==> src/hw/rtl/rpoc_pkg.sv <==
// ----------------------------------------------------------------------------
// rpoc_pkg
// Shared types and constants of the RTP packet order classifier.
// ----------------------------------------------------------------------------
`default_nettype none

package rpoc_pkg;

    // configuration register indexes
    localparam int CfgIdxW = 3;
    localparam logic [CfgIdxW-1:0] CFG_CODEC_RATE       = 3'd0;
    localparam logic [CfgIdxW-1:0] CFG_FRAME_MS         = 3'd1;
    localparam logic [CfgIdxW-1:0] CFG_FRAME_SAMPLES    = 3'd2;
    localparam logic [CfgIdxW-1:0] CFG_SEQ_LIMIT        = 3'd3;
    localparam logic [CfgIdxW-1:0] CFG_OUT_RATE_KHZ     = 3'd4;
    localparam logic [CfgIdxW-1:0] CFG_BYTES_PER_SAMPLE = 3'd5;
    localparam int CfgDataW = 18;

    // reset values of the configuration registers
    localparam logic [17:0] CODEC_RATE_RST       = 18'd8000;
    localparam logic [7:0]  FRAME_MS_RST         = 8'd20;
    localparam logic [15:0] FRAME_SAMPLES_RST    = 16'd160;
    localparam logic [11:0] SEQ_LIMIT_RST        = 12'd50;
    localparam logic [7:0]  OUT_RATE_KHZ_RST     = 8'd48;
    localparam logic [3:0]  BYTES_PER_SAMPLE_RST = 4'd2;

    // packet case codes
    localparam logic [2:0] PCASE_NEW  = 3'd0;
    localparam logic [2:0] PCASE_NEXT = 3'd1;
    localparam logic [2:0] PCASE_JUMP = 3'd2;
    localparam logic [2:0] PCASE_OLD  = 3'd3;
    localparam logic [2:0] PCASE_DUP  = 3'd4;

    // payload type held after reset; no 7-bit type matches it
    localparam logic [7:0] PT_NONE = 8'd255;

    // |t| * 1000 needs at most 41 bits
    localparam int DvdW = 41;

    localparam logic signed [55:0] OFFSET_MAX = 56'sd2199023255551;
    localparam logic signed [55:0] OFFSET_MIN = -56'sd2199023255552;

    localparam int QUEUE_DEPTH_DEF = 2;

    typedef struct packed {
        logic [17:0] codec_rate;
        logic [7:0]  frame_ms;
        logic [15:0] frame_samples;
        logic [11:0] seq_limit;
        logic [7:0]  out_rate_khz;
        logic [3:0]  bytes_per_sample;
    } t_cfg;

    // classified item handed from front to back
    typedef struct packed {
        logic               zero;   // payload type change: all-zero result
        logic [2:0]         pcase;
        logic signed [16:0] lost;
        logic signed [31:0] t;
    } t_job;

endpackage

`default_nettype wire

==> src/hw/rtl/rtp_packet_order_classifier_core.sv <==
// ----------------------------------------------------------------------------
// rtp_packet_order_classifier_core
// Classifies received RTP headers as new flow, next, jump, old or duplicate
// and reports packets presumed lost and the byte offset jump.
// ----------------------------------------------------------------------------
//  channel   direction  handshake             payload
//  input     in         i_valid / o_ready     i_seq_num, i_timestamp, i_payload_type
//  result    out        o_valid / i_ready     o_packet_case, o_offset_jump, o_lost_count
//  config    in         i_cfg_we              i_cfg_idx, i_cfg_data
//
//  In the back end an item passes one load, 41 steps of the bit-serial
//  divider, one subtract, one multiply and one output load; the divider
//  sets the sustained rate. Payload type changes skip to the output load.
//  The front classifies up to one item per cycle into the queue while it
//  has room. Synchronous active-low reset; no clearing pass. The queue lets
//  the front keep accepting while the back stalls on the result side.
// ----------------------------------------------------------------------------
`default_nettype none

module rtp_packet_order_classifier_core import rpoc_pkg::*; #(
    parameter int Q_DEPTH = QUEUE_DEPTH_DEF
) (
    input  wire                 i_clk,
    input  wire                 i_rst_n,
    input  wire                 i_cfg_we,
    input  wire  [CfgIdxW-1:0]  i_cfg_idx,
    input  wire  [CfgDataW-1:0] i_cfg_data,
    input  wire                 i_valid,
    output logic                o_ready,
    input  wire  [15:0]         i_seq_num,
    input  wire  [31:0]         i_timestamp,
    input  wire  [6:0]          i_payload_type,
    output logic                o_valid,
    input  wire                 i_ready,
    output logic [2:0]          o_packet_case,
    output logic signed [41:0]  o_offset_jump,
    output logic signed [16:0]  o_lost_count
);

    t_cfg r_cfg;
    logic w_push;
    logic w_pop;
    logic w_full;
    logic w_empty;
    t_job w_job_in;
    t_job w_job_out;

    always_ff @(posedge i_clk) begin
        if (!i_rst_n) begin
            r_cfg.codec_rate       <= CODEC_RATE_RST;
            r_cfg.frame_ms         <= FRAME_MS_RST;
            r_cfg.frame_samples    <= FRAME_SAMPLES_RST;
            r_cfg.seq_limit        <= SEQ_LIMIT_RST;
            r_cfg.out_rate_khz     <= OUT_RATE_KHZ_RST;
            r_cfg.bytes_per_sample <= BYTES_PER_SAMPLE_RST;
        end else if (i_cfg_we) begin
            case (i_cfg_idx)
                CFG_CODEC_RATE:       r_cfg.codec_rate       <= i_cfg_data[17:0];
                CFG_FRAME_MS:         r_cfg.frame_ms         <= i_cfg_data[7:0];
                CFG_FRAME_SAMPLES:    r_cfg.frame_samples    <= i_cfg_data[15:0];
                CFG_SEQ_LIMIT:        r_cfg.seq_limit        <= i_cfg_data[11:0];
                CFG_OUT_RATE_KHZ:     r_cfg.out_rate_khz     <= i_cfg_data[7:0];
                CFG_BYTES_PER_SAMPLE: r_cfg.bytes_per_sample <= i_cfg_data[3:0];
                default: begin
                    r_cfg <= r_cfg;
                end
            endcase
        end
    end

    rpoc_front u_front (
        .i_clk          (i_clk),
        .i_rst_n        (i_rst_n),
        .i_cfg          (r_cfg),
        .i_valid        (i_valid),
        .o_ready        (o_ready),
        .i_seq_num      (i_seq_num),
        .i_timestamp    (i_timestamp),
        .i_payload_type (i_payload_type),
        .i_q_full       (w_full),
        .o_push         (w_push),
        .o_job          (w_job_in)
    );

    rpoc_queue #(
        .DEPTH (Q_DEPTH)
    ) u_queue (
        .i_clk   (i_clk),
        .i_rst_n (i_rst_n),
        .i_push  (w_push),
        .i_job   (w_job_in),
        .o_full  (w_full),
        .i_pop   (w_pop),
        .o_job   (w_job_out),
        .o_empty (w_empty)
    );

    rpoc_back u_back (
        .i_clk         (i_clk),
        .i_rst_n       (i_rst_n),
        .i_cfg         (r_cfg),
        .i_q_empty     (w_empty),
        .i_job         (w_job_out),
        .o_pop         (w_pop),
        .o_valid       (o_valid),
        .i_ready       (i_ready),
        .o_packet_case (o_packet_case),
        .o_offset_jump (o_offset_jump),
        .o_lost_count  (o_lost_count)
    );

endmodule

`default_nettype wire

==> src/hw/rtl/rpoc_front.sv <==
// ----------------------------------------------------------------------------
// rpoc_front
// Takes an RTP header, compares it with the last stored header, classifies
// it and pushes a job to the queue. Holds the per-flow state.
// ----------------------------------------------------------------------------
`default_nettype none

module rpoc_front import rpoc_pkg::*; (
    input  wire         i_clk,
    input  wire         i_rst_n,
    input  t_cfg        i_cfg,
    input  wire         i_valid,
    output logic        o_ready,
    input  wire  [15:0] i_seq_num,
    input  wire  [31:0] i_timestamp,
    input  wire  [6:0]  i_payload_type,
    input  wire         i_q_full,
    output logic        o_push,
    output t_job        o_job
);

    logic        r_hold_vld;
    logic [15:0] r_seq;
    logic [31:0] r_ts;
    logic [6:0]  r_pt;
    logic [7:0]  r_prev_pt;
    logic [31:0] r_prev_ts;
    logic [15:0] r_prev_seq;

    logic signed [17:0] w_d_raw;
    logic signed [17:0] w_d;
    logic [16:0]        w_abs_raw;
    logic [16:0]        w_abs;
    logic [16:0]        w_span;
    logic signed [31:0] w_t;
    logic signed [32:0] w_t33;
    logic [32:0]        w_abs_t;
    logic [27:0]        w_lim;
    logic               w_new;
    logic               w_pt_chg;
    logic [2:0]         w_pcase;

    assign o_push  = r_hold_vld && !i_q_full;
    assign o_ready = !r_hold_vld || o_push;

    assign w_pt_chg = ({1'b0, r_pt} != r_prev_pt);

    // sequence distance with 16-bit wrap correction
    assign w_d_raw   = $signed({2'b00, r_seq}) - $signed({2'b00, r_prev_seq});
    assign w_abs_raw = w_d_raw[17] ? 17'(-w_d_raw) : w_d_raw[16:0];
    assign w_span    = 17'd65535 - 17'(i_cfg.seq_limit);
    assign w_d       = (w_abs_raw > w_span)
                     ? (w_d_raw[17] ? w_d_raw + 18'sd65536 : w_d_raw - 18'sd65536)
                     : w_d_raw;
    assign w_abs     = w_d[17] ? 17'(-w_d) : w_d[16:0];

    assign w_t     = $signed(r_ts - r_prev_ts);
    assign w_t33   = {w_t[31], w_t};
    assign w_abs_t = w_t33[32] ? 33'(-w_t33) : 33'(w_t33);
    assign w_lim   = {16'd0, i_cfg.seq_limit} * {12'd0, i_cfg.frame_samples};

    assign w_new = (w_abs_t > {5'b0, w_lim}) || (w_abs > {5'b0, i_cfg.seq_limit});

    always_comb begin
        if (w_new) begin
            w_pcase = PCASE_NEW;
        end else if (!w_d[17] && w_d > 18'sd1) begin
            w_pcase = PCASE_JUMP;
        end else if (w_d == 18'sd1) begin
            w_pcase = PCASE_NEXT;
        end else if (w_d[17]) begin
            w_pcase = PCASE_OLD;
        end else begin
            w_pcase = PCASE_DUP;
        end
    end

    always_comb begin
        o_job.zero  = w_pt_chg;
        o_job.pcase = w_pt_chg ? PCASE_NEW : w_pcase;
        o_job.lost  = w_pt_chg ? 17'sd0 : 17'(w_d - 18'sd1);
        o_job.t     = w_t;
    end

    always_ff @(posedge i_clk) begin
        if (!i_rst_n) begin
            r_hold_vld <= 1'b0;
            r_prev_pt  <= PT_NONE;
            r_prev_ts  <= '0;
            r_prev_seq <= '0;
        end else begin
            if (i_valid && o_ready) begin
                r_hold_vld <= 1'b1;
            end else if (o_push) begin
                r_hold_vld <= 1'b0;
            end
            if (o_push) begin
                // old packets leave the state alone
                if (w_pt_chg || w_pcase != PCASE_OLD) begin
                    r_prev_ts  <= r_ts;
                    r_prev_seq <= r_seq;
                end
                if (w_pt_chg) begin
                    r_prev_pt <= {1'b0, r_pt};
                end
            end
        end
    end

    always_ff @(posedge i_clk) begin
        if (i_valid && o_ready) begin
            r_seq <= i_seq_num;
            r_ts  <= i_timestamp;
            r_pt  <= i_payload_type;
        end
    end

endmodule

`default_nettype wire

==> src/hw/rtl/rpoc_queue.sv <==
// ----------------------------------------------------------------------------
// rpoc_queue
// Small FIFO of classified items between the front and the back.
// ----------------------------------------------------------------------------
`default_nettype none

module rpoc_queue import rpoc_pkg::*; #(
    parameter int DEPTH = QUEUE_DEPTH_DEF
) (
    input  wire   i_clk,
    input  wire   i_rst_n,
    input  wire   i_push,
    input  t_job  i_job,
    output logic  o_full,
    input  wire   i_pop,
    output t_job  o_job,
    output logic  o_empty
);

    localparam int PtrW = (DEPTH > 1) ? $clog2(DEPTH) : 1;
    localparam int CntW = $clog2(DEPTH + 1);

    t_job            r_mem [DEPTH];
    logic [PtrW-1:0] r_wr_ptr;
    logic [PtrW-1:0] r_rd_ptr;
    logic [CntW-1:0] r_cnt;

    logic w_push;
    logic w_pop;

    assign o_full  = (r_cnt == CntW'(DEPTH));
    assign o_empty = (r_cnt == '0);
    assign w_push  = i_push && !o_full;
    assign w_pop   = i_pop && !o_empty;
    assign o_job   = r_mem[r_rd_ptr];

    always_ff @(posedge i_clk) begin
        if (!i_rst_n) begin
            r_wr_ptr <= '0;
            r_rd_ptr <= '0;
            r_cnt    <= '0;
        end else begin
            if (w_push) begin
                r_wr_ptr <= (r_wr_ptr == PtrW'(DEPTH - 1)) ? '0 : r_wr_ptr + 1'b1;
            end
            if (w_pop) begin
                r_rd_ptr <= (r_rd_ptr == PtrW'(DEPTH - 1)) ? '0 : r_rd_ptr + 1'b1;
            end
            if (w_push && !w_pop) begin
                r_cnt <= r_cnt + 1'b1;
            end else if (w_pop && !w_push) begin
                r_cnt <= r_cnt - 1'b1;
            end
        end
    end

    always_ff @(posedge i_clk) begin
        if (w_push) begin
            r_mem[r_wr_ptr] <= i_job;
        end
    end

endmodule

`default_nettype wire

==> src/hw/rtl/rpoc_back.sv <==
// ----------------------------------------------------------------------------
// rpoc_back
// Turns a classified item into its result: |t|*1000 divided by the codec
// rate bit-serially, less the frame length, then scaled to a byte offset and saturated.
// ----------------------------------------------------------------------------
`default_nettype none

module rpoc_back import rpoc_pkg::*; (
    input  wire                i_clk,
    input  wire                i_rst_n,
    input  t_cfg               i_cfg,
    input  wire                i_q_empty,
    input  t_job               i_job,
    output logic               o_pop,
    output logic               o_valid,
    input  wire                i_ready,
    output logic [2:0]         o_packet_case,
    output logic signed [41:0] o_offset_jump,
    output logic signed [16:0] o_lost_count
);

    typedef enum logic [2:0] {
        S_IDLE,
        S_DIV,
        S_MS,
        S_SCALE,
        S_OUT
    } t_state;

    localparam int CntW = $clog2(DvdW);

    t_state             r_state;
    logic               r_zero;
    logic               r_neg;
    logic [2:0]         r_pcase;
    logic signed [16:0] r_lost;
    logic [DvdW-1:0]    r_dvd;      // dividend, quotient shifts in from the bottom
    logic [17:0]        r_rem;
    logic [CntW-1:0]    r_cnt;
    logic [11:0]        r_k;
    logic signed [42:0] r_diff;
    logic signed [55:0] r_prod;
    logic               r_out_vld;
    logic [2:0]         r_out_case;
    logic signed [41:0] r_out_jump;
    logic signed [16:0] r_out_lost;

    logic [31:0]        w_mag;
    logic [DvdW-1:0]    w_mag_k;
    logic [18:0]        w_rem_sh;
    logic               w_ge;
    logic [18:0]        w_rem_sub;
    logic [DvdW-1:0]    w_q;
    logic signed [42:0] w_ms;
    logic signed [41:0] w_sat;
    logic               w_out_free;

    assign o_pop      = (r_state == S_IDLE) && !i_q_empty;
    assign w_out_free = !r_out_vld || i_ready;

    assign w_mag   = i_job.t[31] ? 32'(-i_job.t) : 32'(i_job.t);
    assign w_mag_k = {9'd0, w_mag} * 41'd1000;

    // one restoring division step
    assign w_rem_sh  = {r_rem, r_dvd[DvdW-1]};
    assign w_ge      = (w_rem_sh >= {1'b0, i_cfg.codec_rate});
    assign w_rem_sub = w_rem_sh - {1'b0, i_cfg.codec_rate};

    assign w_q  = (i_cfg.codec_rate == '0) ? '0 : r_dvd;
    assign w_ms = r_neg ? -$signed({2'b00, w_q}) : $signed({2'b00, w_q});

    always_comb begin
        if (r_prod > OFFSET_MAX) begin
            w_sat = OFFSET_MAX[41:0];
        end else if (r_prod < OFFSET_MIN) begin
            w_sat = OFFSET_MIN[41:0];
        end else begin
            w_sat = r_prod[41:0];
        end
    end

    always_ff @(posedge i_clk) begin
        if (!i_rst_n) begin
            r_state   <= S_IDLE;
            r_out_vld <= 1'b0;
            r_cnt     <= '0;
        end else begin
            if ((r_state == S_OUT) && w_out_free) begin
                r_out_vld <= 1'b1;
            end else if (r_out_vld && i_ready) begin
                r_out_vld <= 1'b0;
            end
            case (r_state)
                S_IDLE: begin
                    if (!i_q_empty) begin
                        r_state <= i_job.zero ? S_OUT : S_DIV;
                        r_cnt   <= '0;
                    end
                end
                S_DIV: begin
                    r_cnt <= r_cnt + 1'b1;
                    if (r_cnt == CntW'(DvdW - 1)) begin
                        r_state <= S_MS;
                    end
                end
                S_MS: begin
                    r_state <= S_SCALE;
                end
                S_SCALE: begin
                    r_state <= S_OUT;
                end
                S_OUT: begin
                    if (w_out_free) begin
                        r_state <= S_IDLE;
                    end
                end
                default: begin
                    r_state <= S_IDLE;
                end
            endcase
        end
    end

    always_ff @(posedge i_clk) begin
        case (r_state)
            S_IDLE: begin
                if (!i_q_empty) begin
                    r_zero  <= i_job.zero;
                    r_neg   <= i_job.t[31];
                    r_pcase <= i_job.pcase;
                    r_lost  <= i_job.lost;
                    r_dvd   <= w_mag_k;
                    r_rem   <= '0;
                    r_k     <= {4'd0, i_cfg.out_rate_khz} * {8'd0, i_cfg.bytes_per_sample};
                end
            end
            S_DIV: begin
                r_rem <= w_ge ? w_rem_sub[17:0] : w_rem_sh[17:0];
                r_dvd <= {r_dvd[DvdW-2:0], w_ge};
            end
            S_MS: begin
                r_diff <= w_ms - $signed({35'd0, i_cfg.frame_ms});
            end
            S_SCALE: begin
                r_prod <= r_diff * $signed({1'b0, r_k});
            end
            S_OUT: begin
                if (w_out_free) begin
                    r_out_case <= r_pcase;
                    r_out_jump <= r_zero ? 42'sd0 : w_sat;
                    r_out_lost <= r_lost;
                end
            end
            default: begin
                r_rem <= r_rem;
            end
        endcase
    end

    assign o_valid       = r_out_vld;
    assign o_packet_case = r_out_case;
    assign o_offset_jump = r_out_jump;
    assign o_lost_count  = r_out_lost;

endmodule

`default_nettype wire

==> config.mk <==
export PLATFORM = sky130hd
export DESIGN_NAME = rtp_packet_order_classifier_core
export DESIGN_NICKNAME = d
export VERILOG_FILES = /design/src/hw/rtl/rpoc_pkg.sv /design/src/hw/rtl/rtp_packet_order_classifier_core.sv /design/src/hw/rtl/rpoc_front.sv /design/src/hw/rtl/rpoc_queue.sv /design/src/hw/rtl/rpoc_back.sv
export SDC_FILE = /design/constraint.sdc
export NUM_CORES = 2
export LEC_CHECK = 0
export BUFFER_PORTS_ARGS = -buffer_cell sky130_fd_sc_hd__buf_2
export CAP_MARGIN = 40
export CORE_MARGIN = 2
export CORE_UTILIZATION = 40
export CTS_BUF_LIST = sky130_fd_sc_hd__clkbuf_16
export CTS_CLUSTER_SIZE = 20
export DETAILED_ROUTE_END_ITERATION = 16
export GPL_TIMING_DRIVEN = 0
export PLACE_DENSITY = 0.58
export SYNTH_ARGS = -nofsm -noshare
export SYNTH_HDL_FRONTEND = slang
export SYNTH_SLANG_ARGS = --single-unit
==> constraint.sdc <==
create_clock -name i_clk -period 21.9 [get_ports i_clk]
set_input_delay 2.19 -clock i_clk [delete_from_list [all_inputs] [get_ports i_clk]]
set_output_delay 2.19 -clock i_clk [all_outputs]
set_load 0.03 [all_outputs]
==> flow_summary.ini <==
[clock_tree]
numCtsBuffers = 68
cts_sinks = 553
ctsLongestPathBuffers = 3
htree_num_levels = 3
path_clk_slew_ps = 60
insertion_delay_ps = 690
cts_tree = done
hold_buffers = 0
clock-root-buffer = clkbuf_16
cts_setup_buffers = 0
post_cts_resized = 0

[sta]
finalClockSkew_ps = 52.1
worstMarginPinSlew_ps = 964
whs_ps = 416
hold_viol_final = 0
rsz0062_at_grt = false
max_freq_ghz = 0.0875
finalSetupTns_ps = 0
drv_slew = 0
relSlewSlack = 0.351
setup_viol = 0
period_minus_slack_ps = 11430
period_share = 0.522

[global_route]
grtUsageMet2 = 0.357
gr-usage-met1 = 0.278
grt_start_max_net_pins = 63
grt_most_used_layer = met2
globalRouteMet3Util = 0.0299
grt-ovfl-total = 0
grt_pass1_wl_mm = 245
grt.total_usage = 0.212
antenna_found_initial = 9
grt_pass1_vias = 43893

[synthesis]
synthCells = 6063
synth_warnings = 0
synthArstFlopShare = 0
yosys.area.top_type = fa_1
avgSynthCellArea_um2 = 9.55
synth_cell_types = 89
synth.cell_area_um2 = 57900
synthTopCellsByArea = fa_1 (25%), edfxtp_1 (22%), ha_1 (9.0%)
synth-main-ff-cell = edfxtp_1
synth_nets = 7283
synth_edf_count = 415
yosysTopAreaCellShare = 0.250
seq_area_frac_synth = 0.263
ys_seq_elements = 553

[critical_path]
cp-end-kind = flop
cp_data_arrival_time_ps = 11920
crit_fanout = 10
crit_type = flop to flop
startpoint_type = flop
critPathMaxStageDelay_ps = 670
critPathRequiredTime_ps = 22400
cpMaxStageDelayCell = xor2_1

[route]
avgViaCountPerCell = 5.17
drtIter0Drc = 2750
drc_errors = 18
wl_per_cell_um = 18.6
dr.pass1.iters = 11
vias = 42734
wl_mm = 154
ant_nets = 0

[finish]
num-fill-cells = 14037
final_cells = 8270
drive_gt1_frac = 0.0561
seq_area_um2 = 15200
area_growth_pct = 10.1
finalInstanceArea_um2 = 63700
nets = 7530
multi_input_area_um2 = 38300

[hold_path]
worstHoldStart = u_back.r_lost[6]
hp-class = flop to flop

[die]
die_area_um2 = 148000
ioPinCount = 145
fp.dieW_um = 384
initial_core_util = 0.403
fp.dieH_um = 384
fp-row-count = 139
core_um2 = 144000

[status]
violations = DRC
status = finished with violations

[placement]
io_buffers = 143
gp_congestion = 0.927
place_inst = 8143
place_hpwl_mm = 125
placed_cell_area_um2 = 61500

[job]
cap_violations = 0
cell type report:
class | instances | area share
multi-input combinational | 4340 | 0.601
antenna | 1 | 0.0000393
clock buffer | 69 | 0.0271
buffer | 248 | 0.0150
clock inverter | 57 | 0.00868
timing repair buffer | 177 | 0.0176
tap | 1903 | 0.0374
sequential | 553 | 0.239
inverter | 922 | 0.0543
routing by layer:
metal	vias up	wire, µm
li1	20221	-
met1	21230	66500
met2	1031	73400
met3	246	7850
met4	6	6060
met5	-	34
sequential cells by signal (all words and copies together), names as in the netlist, 12 cells and up, named ones only:
signal / flops
u_back.o_offset_jump: 42
u_back.r_diff: 43
u_front.r_ts: 32
u_back.o_lost_count: 17
u_front.r_prev_seq: 16
u_front.r_seq: 16
u_back.r_dvd: 41
u_back.r_prod: 56
u_back.r_rem: 18
u_back.r_lost: 17
u_queue.r_mem: 106
u_front.r_prev_ts: 32
r_cfg: 66
u_back.r_k: 12
cells in the mapped netlist, drive strengths merged, types with 30 or more instances:
master,instances
a21boi,64
a21o,82
a21oi,213
and2,395
clkbuf,236
dfxtp,138
edfxtp,415
fa,722
ha,417
inv,922
mux2i,84
nand2,831
nand2b,48
nand3,72
nand4,30
nor2,308
nor2b,41
nor3,62
nor4,30
o21a,45
o21ai,193
xnor2,166
xor2,134
cell usage in the layout, fill, tap and decap left out, types with 11 or more instances in the layout:
cell	n
a211o_1	14
a211oi_1	23
a21boi_0	64
a21o_1	82
a21oi_1	211
a31oi_1	17
and2_1	393
and3_1	26
buf_2	154
buf_6	11
clkbuf_1	236
clkbuf_16	69
dfxtp_1	138
edfxtp_1	415
fa_1	722
ha_1	417
inv_1	936
mux2_2	21
mux2i_1	84
nand2_1	830
nand2b_1	48
nand3_1	72
nand4_1	30
nor2_1	306
nor2b_1	41
nor3_1	61
nor3b_1	14
nor4_1	28
o2111ai_1	11
o211ai_1	25
o21a_1	45
o21ai_0	187
o21bai_1	26
o31ai_1	22
or2_2	17
or3_1	23
or4_1	20
xnor2_1	166
xor2_1	134
cells by family after synthesis:
group | Yosys count | synth area share
buf+inv | 1170 | 0.0763
fa+ha+maj | 1139 | 0.340
compound gates | 840 | 0.0951
xor+xnor | 300 | 0.0454
flops | 553 | 0.263
simple gates | 1956 | 0.162
mux | 105 | 0.0186
worst max-delay path: cells and delay by family, from the launching register on:
| kind | cells | cell delay [ps] |
|---|---|---|
| flip-flops | 1 | 370 |
| AND/OR/NAND/NOR | 5 | 720 |
| AO/OA/AOI/OAI | 10 | 2730 |
| XOR/XNOR | 1 | 670 |
| multiplexers | 1 | 640 |
| adder cells (fa/ha/maj) | 6 | 2690 |
| buffers and inverters | 12 | 3420 |
worst paths after layout:
check	to	slack, ps	depth (start not counted)
worst max-delay path	u_back.r_dvd[40]	10470	35
worst min-delay path	u_back.o_lost_count[6]	420	0
worst max register to register	u_back.r_dvd[40]	10470	35
worst min register to register	u_back.o_lost_count[6]	420	0
per-stage QoR:
stage / setup slack, ps / util
final: 10470 / 0.444
after detailed placement: 10480 / 0.428
after CTS: 10410 / 0.444
after global routing: 9550 / 0.444
after floorplan: 12870 / -
after global placement: 9900 / 0.425
Power is not shown: default switching activity piles up to over one toggle a cycle in this logic, so the estimate is an artifact.
